===== src/rtl/mhpq_pkg.sv =====
`default_nettype none
// ----------------------------------------------------------------------------
// mhpq_pkg
// Shared types and constants for the max-heap priority queue: field widths,
// command and status codes, datapath operations and datapath status.
// ----------------------------------------------------------------------------
package mhpq_pkg;

    localparam int DEF_CAPACITY = 128;
    localparam int VALUE_W      = 32;
    localparam int COUNT_W      = 8;
    localparam int CMD_W        = 2;
    localparam int STATUS_W     = 2;

    typedef enum logic [CMD_W-1:0] {
        CMD_INSERT  = 2'd0,
        CMD_EXTRACT = 2'd1,
        CMD_CLEAR   = 2'd2,
        CMD_PEEK    = 2'd3
    } cmd_t;

    typedef enum logic [STATUS_W-1:0] {
        ST_DONE  = 2'd0,
        ST_FULL  = 2'd1,
        ST_EMPTY = 2'd2
    } status_t;

    typedef enum logic [3:0] {
        OP_NONE,
        OP_INS_START,
        OP_EXT_START,
        OP_CLEAR,
        OP_PEEK,
        OP_SET_FULL,
        OP_SET_EMPTY,
        OP_EX_LATCH,
        OP_UP_READ,
        OP_UP_STEP,
        OP_UP_PLACE,
        OP_DN_READ_L,
        OP_DN_LEFT,
        OP_DN_STEP,
        OP_TOP_READ,
        OP_RESULT
    } dp_op_t;

    typedef struct packed {
        logic full;
        logic empty;
        logic one_left;
        logic at_root;
        logic l_in;
        logic up_gt;
        logic dn_move;
    } dp_stat_t;

endpackage
`default_nettype wire


===== src/rtl/mhpq_ctrl.sv =====
`default_nettype none
// ----------------------------------------------------------------------------
// mhpq_ctrl
// Sequencer for the heap: takes one command transaction, steps the sift up
// or sift down through the datapath, then hands the result to the output.
// ----------------------------------------------------------------------------
module mhpq_ctrl (
    input  wire logic                          clk,
    input  wire logic                          rst_n,
    input  wire logic                          in_valid,
    output logic                               in_ready,
    input  wire logic [mhpq_pkg::CMD_W-1:0]    command,
    output logic                               res_valid,
    input  wire logic                          res_ready,
    input  wire mhpq_pkg::dp_stat_t            stat,
    output mhpq_pkg::dp_op_t                   op
);
    import mhpq_pkg::*;

    typedef enum logic [3:0] {
        S_IDLE,
        S_UP_CHK,
        S_UP_CMP,
        S_EX_LOAD,
        S_DN_CHK,
        S_DN_RL,
        S_DN_RR,
        S_TOP_RD,
        S_OUT
    } state_t;

    state_t state_reg, state_next;
    logic   ready_reg, ready_next;
    logic   res_valid_reg, res_valid_next;
    logic   out_free;

    assign out_free = !res_valid_reg || res_ready;

    always_comb
    begin
        state_next     = state_reg;
        op             = OP_NONE;
        res_valid_next = res_valid_reg && !res_ready;
        case (state_reg)
            S_IDLE:
            begin
                if (in_valid)
                begin
                    case (cmd_t'(command))
                        CMD_INSERT:
                        begin
                            if (stat.full)
                            begin
                                op         = OP_SET_FULL;
                                state_next = S_TOP_RD;
                            end
                            else
                            begin
                                op         = OP_INS_START;
                                state_next = S_UP_CHK;
                            end
                        end
                        CMD_EXTRACT:
                        begin
                            if (stat.empty)
                            begin
                                op         = OP_SET_EMPTY;
                                state_next = S_TOP_RD;
                            end
                            else
                            begin
                                op         = OP_EXT_START;
                                state_next = stat.one_left ? S_TOP_RD : S_EX_LOAD;
                            end
                        end
                        CMD_CLEAR:
                        begin
                            op         = OP_CLEAR;
                            state_next = S_TOP_RD;
                        end
                        default:
                        begin
                            op         = OP_PEEK;
                            state_next = S_TOP_RD;
                        end
                    endcase
                end
            end
            S_UP_CHK:
            begin
                if (stat.at_root)
                begin
                    op         = OP_UP_PLACE;
                    state_next = S_TOP_RD;
                end
                else
                begin
                    op         = OP_UP_READ;
                    state_next = S_UP_CMP;
                end
            end
            S_UP_CMP:
            begin
                op         = OP_UP_STEP;
                state_next = stat.up_gt ? S_UP_CHK : S_TOP_RD;
            end
            S_EX_LOAD:
            begin
                op         = OP_EX_LATCH;
                state_next = S_DN_CHK;
            end
            S_DN_CHK:
            begin
                if (stat.l_in)
                begin
                    op         = OP_DN_READ_L;
                    state_next = S_DN_RL;
                end
                else
                begin
                    op         = OP_UP_PLACE;
                    state_next = S_TOP_RD;
                end
            end
            S_DN_RL:
            begin
                op         = OP_DN_LEFT;
                state_next = S_DN_RR;
            end
            S_DN_RR:
            begin
                op         = OP_DN_STEP;
                state_next = stat.dn_move ? S_DN_CHK : S_TOP_RD;
            end
            S_TOP_RD:
            begin
                op         = OP_TOP_READ;
                state_next = S_OUT;
            end
            S_OUT:
            begin
                if (out_free)
                begin
                    op             = OP_RESULT;
                    res_valid_next = 1'b1;
                    state_next     = S_IDLE;
                end
            end
            default:
            begin
                state_next = S_IDLE;
            end
        endcase
        ready_next = state_next == S_IDLE;
    end

    always_ff @(posedge clk or negedge rst_n)
    begin
        if (!rst_n)
        begin
            state_reg     <= S_IDLE;
            ready_reg     <= 1'b1;
            res_valid_reg <= 1'b0;
        end
        else
        begin
            state_reg     <= state_next;
            ready_reg     <= ready_next;
            res_valid_reg <= res_valid_next;
        end
    end

    assign in_ready  = ready_reg;
    assign res_valid = res_valid_reg;

endmodule
`default_nettype wire


===== config.mk =====
export PLATFORM = sky130hd
export DESIGN_NAME = mhpq_ctrl
export DESIGN_NICKNAME = d
export VERILOG_FILES = /design/src/rtl/mhpq_pkg.sv /design/src/rtl/mhpq_ctrl.sv
export SDC_FILE = /design/constraint.sdc
export NUM_CORES = 1
export LEC_CHECK = 0
export BUFFER_PORTS_ARGS = -buffer_cell sky130_fd_sc_hd__buf_2
export CORE_MARGIN = 2
export CORE_UTILIZATION = 40
export DETAILED_ROUTE_END_ITERATION = 12
export HOLD_SLACK_MARGIN = 0.12
export PLACE_DENSITY_LB_ADDON = 0.12
export SYNTH_ARGS = -nofsm -noshare
export SYNTH_HDL_FRONTEND = slang
export SYNTH_SLANG_ARGS = --single-unit

===== constraint.sdc =====
create_clock -name clk -period 2.69 [get_ports clk]
set_input_delay 0.538 -clock clk [delete_from_list [all_inputs] [get_ports clk]]
set_output_delay 0.538 -clock clk [all_outputs]
set_load 0.03 [all_outputs]

Word-level counts from Yosys, hierarchy flattened
Cells that the tools add are included. Widths: inputs -> output; s select.

Eq/ne operators: 10. Muxes and demuxes: 21. Reductions and logical operators: 7.

Operator list (count): $pmux 4 s9 (2); $mux 3 (7); $eq 4x3->1 const B (4); $mux 4 (4); $pmux 4 s3 (1); $eq 4x2->1 const B (2); $logic_not 4->1 (2); $pmux 4 s2 (1); $mux 2 (3); $eq 4x1->1 const B (1); $eq 4x4->1 const B (1); $mux 1 (3); $eq 2x1->1 const B (1); $eq 2x2->1 const B (1); $logic_not 1->1 (2); $logic_not 2->1 (1); $logic_and 1x1->1 (1); $logic_or 1x1->1 (1).

Flip-flop bits (word level): 6. Input port bits: 13. Output and inout bits: 6. Word-level logic and storage cells: 41.

Logic depth before layout (Yosys ltp)
Word-level depth: 6. Gate-level depth with buffers: 6. Gate-level depth less buffers: 6.

Worst setup path after synthesis
Ideal clock, no wire load.

Path type: input to output. Start: input command[1] (netlist bit). End: output op[2]. Data arrival time: 1.523 ns. Required time: 2.152 ns. Setup slack: 0.629 ns. Stages on the path: 5. Path buffers: 0. Cells stage by stage: inv_1 > ha_1 > a221oi_1 > nor2_1 > or3_1.

Longest elaborated chain between the ends: 4. Elaborated cells between the ends (all ways): 6. Classes of those cells: eq/ne: 2; mux: 3; reduce/logical: 1.

RTL lines: start: declaration (RTL line mhpq_ctrl.sv:12) `input wire logic [mhpq_pkg::CMD_W-1:0] command,`; $eq 2x2->1, or another cell as far along (RTL line mhpq_ctrl.sv:49) `case (cmd_t'(command))`; $pmux 4 s3 (*) (RTL line mhpq_ctrl.sv:49); $mux 4 (*) (RTL line mhpq_ctrl.sv:47) `if (in_valid)`; $pmux 4 s9 (*) (RTL line mhpq_ctrl.sv:44) `case (state_reg)`; end: declaration (RTL line mhpq_ctrl.sv:16) `output mhpq_pkg::dp_op_t op`.

Mark *: on every way between the ends. The rest lies on a longest branch, timed or not.

Worst setup path after layout
Start: register state_reg[1]. End: output op[2].

Longest elaborated chain between the ends: 2. Elaborated cells between the ends (all ways): 10. Classes of those cells: eq/ne: 8; mux: 1; reduce/logical: 1.

RTL lines: start: declaration (RTL line mhpq_ctrl.sv:32) `state_t state_reg, state_next;`; start signal: assignment (RTL line mhpq_ctrl.sv:167) `state_reg <= state_next;`; $eq 4x4->1, or another cell as far along (RTL line mhpq_ctrl.sv:44); $pmux 4 s9 (*) (RTL line mhpq_ctrl.sv:44).

Marked as above.

==> flow_summary.toml <==
[global_routing]
grt_pass1_vias = 500
overflow = 0
grt_max_degree = 15
grt_first_pass_wirelength_mm = 2.00
gr-usage-all-layers = 0.146
antenna_found_initial = 0

[timing]
fin_skew_ns = 0.0113
final_max_slew_viol_count = 0
max_slew_margin = 0.719
rsz0062_at_grt = "no"
tightest_slew_ns = 0.422
fin_crit_ns = 2.27
fmax_mhz = 441
min_period_over_period = 0.843
hold_ws_ns = 0.554
hold_viol_final = 0
tns_ns = 0
setup_violations = 0

[critical_path]
cp_num_cells = 5
criticalPathCategory = "register to primary output"
critPathMaxStageDelay_ns = 0.59
critPathBufInv = 1
worst_ep_required_time_ns = 2.15
ff2ff_path_depth = 4
cp-end-kind = "primary output"
critPathLaunchType = "register"
path_common_cell = "nor2_1"
crit_fanout = 14
worstPathArrival_ns = 1.73
slowest_stage = "dfrtp_1"
crit_family = "simple AND/OR/NAND/NOR gates"
crit_chain = "nor2_1, nand2_2, nor2_1, or3_1, buf_2"

[synthesis]
ys_seq_elements = 6
avgSynthCellArea_um2 = 8.16
syn-instance-count = 69
ys_seq_area_frac = 0.269
yosysUniqueCellTypes = 31
synth_warnings = 0
syn-cell-area_um2 = 563
synth_fp_nets = 85

[clocking]
postCtsSetupBuffers = 0
cts_sinks = 6
root_buffer = "clkbuf_4"
cts.path.max_buffers = 2
clk_pin_slew_worst_paths_ns = 0.05
cts_tree = "built"
clock_latency_ns = 0.25
cts_buffers = 3
h-tree-depth = 1

[final_layout]
seq_area_um2 = 151
syn_to_final_growth_pct = 19.1
nets = 105
diodes = 0
fillers = 147
multi_input_area_um2 = 355
largest_register_ffs = 4
drive_above_1_share = 0.295

[placement]
io_buffers = 18
dp_hpwl_um = 949
place_congestion = 0.745

[run]
max_cap_viol_count = 0

[die]
start_util = 0.433
die_h_um = 41.5
core-area_um2 = 1300
die_x_um = 41.5
dieArea_um2 = 1720
num_io_pins = 19
rows = 13

[drt]
drt_iter0_drc = 9
wl_per_cell_um = 12.2
finalWirelength_mm = 1.25
num_vias = 592
ant_nets = 0
drtPass1Iterations = 4
drc = 0
via_per_inst = 5.75

[pwr]
total_power_mw = 0.823
peakVddDrop_mv = 0.642
p_per_area_nw_per_um2 = 1230
leakage_nw = 0.317

[hold_path]
worstHoldPathCells = 2
hold_path_class = "register to register"

[status]
outcome = "complete, no violations"
placed cells by master (no fill, tap or decap):
cell,count
buf_2,18
a21oi_1,7
nor2_1,6
nand2_1,5
dfrtp_1,5
inv_1,4
nor2b_1,4
o21ai_0,4
o22ai_1,3
o211ai_1,3
ha_1,3
clkbuf_4,3
nand4_1,2
a221oi_1,2
nand2_2,1
or3_1,1
nor4_1,1
o32ai_1,1
inv_2,1
a2bb2oi_1,1
nor3_1,1
o2111a_1,1
a22oi_1,1
a2111o_1,1
nand3_1,1
nand2b_1,1
nor4bb_1,1
mux2i_1,1
o211ai_2,1
nor3_2,1
clkbuf_1,1
dlygate4sd3_1,1
dfstp_2,1
power by group:
group / switching [mW] / internal, mW
Combinational: 0.309 / 0.198
Sequential: 0.0955 / 0.129
Clock: 0.0347 / 0.0563
Total: 0.440 / 0.384
cell type report:
class,count,area share
clock buffers,4,0.0392
inverters,5,0.0280
multi-input cells,54,0.530
flip-flops and latches,6,0.226
well taps,15,0.0280
repair buffers,19,0.149
cells in the mapped netlist, drive strengths merged:
master / n / area [um^2]
nor4bb: 1 / 10.0
ha: 3 / 37.5
dfrtp: 5 / 125
a22oi: 1 / 7.51
dfstp: 1 / 26.3
a2bb2oi: 1 / 8.76
nor3: 2 / 15.0
buf: 4 / 37.5
a221oi: 2 / 17.5
or3: 1 / 6.26
a21oi: 7 / 35.0
mux2i: 1 / 10.0
nor2: 6 / 22.5
nand2: 6 / 25.0
a2111o: 1 / 11.3
o2111a: 1 / 11.3
o32ai: 1 / 8.76
nor2b: 4 / 25.0
inv: 5 / 18.8
nor4: 1 / 6.26
o22ai: 3 / 18.8
o211ai: 4 / 35.0
nand3: 1 / 5.00
nand2b: 1 / 6.26
nand4: 2 / 12.5
o21ai: 4 / 20.0
metrics by stage:
step	instance area (um^2)	util	worst slack, ns	cells
final	671	0.515	0.423	103
after detailed placement	634	0.488	0.425	98
after CTS	671	0.515	0.425	103
after global placement	634	0.488	0.426	98
after floorplan	563	-	0.629	69
after global routing	671	0.515	0.311	103
timing repair:
| item | 4_1_cts | 5_1_grt |
|---|---|---|
| hold buffers | 1 | 0 |
| endpoints found under the setup margin | 0 | 0 |
| resized for setup | 0 | 0 |
| hold endpoints to repair | 5 | 0 |
metal layers:
layer / wire [um] / vias up / GRT usage
li1: - / 295 / -
met1: 586 / 272 / 0.184
met2: 571 / 25 / 0.238
met3: 95 / 0 / 0.0609
met4: 0 / 0 / 0.0194
met5: 0 / - / 0
kinds of logic after synthesis:
kind of cell	share of synthesized area
compound gates	0.309
simple gates	0.238
buf+inv	0.100
flops	0.269
fa+ha+maj	0.0667
mux	0.0178
path summary, 6_finish.rpt:
check	slack (ns)	startpoint	end
max in group asynchronous	1.81	rst_n	in_ready$_DFF_PN1_
min reg2reg	0.55	res_valid$_DFF_PN0_	res_valid$_DFF_PN0_
max	0.42	state_reg[1]$_DFF_PN0_	op[2]
max reg2reg	1.25	state_reg[1]$_DFF_PN0_	in_ready$_DFF_PN1_
min in group asynchronous	0.65	rst_n	state_reg[0]$_DFF_PN0_
min	0.55	res_valid$_DFF_PN0_	res_valid$_DFF_PN0_
worst reg2reg max path: stages, from the launching register on:
cell and delay [ns]:
dfrtp_1 0.52, nor2_1 0.28, nand4_1 0.18, o211ai_1 0.30, nor3_2 0.08
Note: power is estimated with default switching activity, not from simulation.
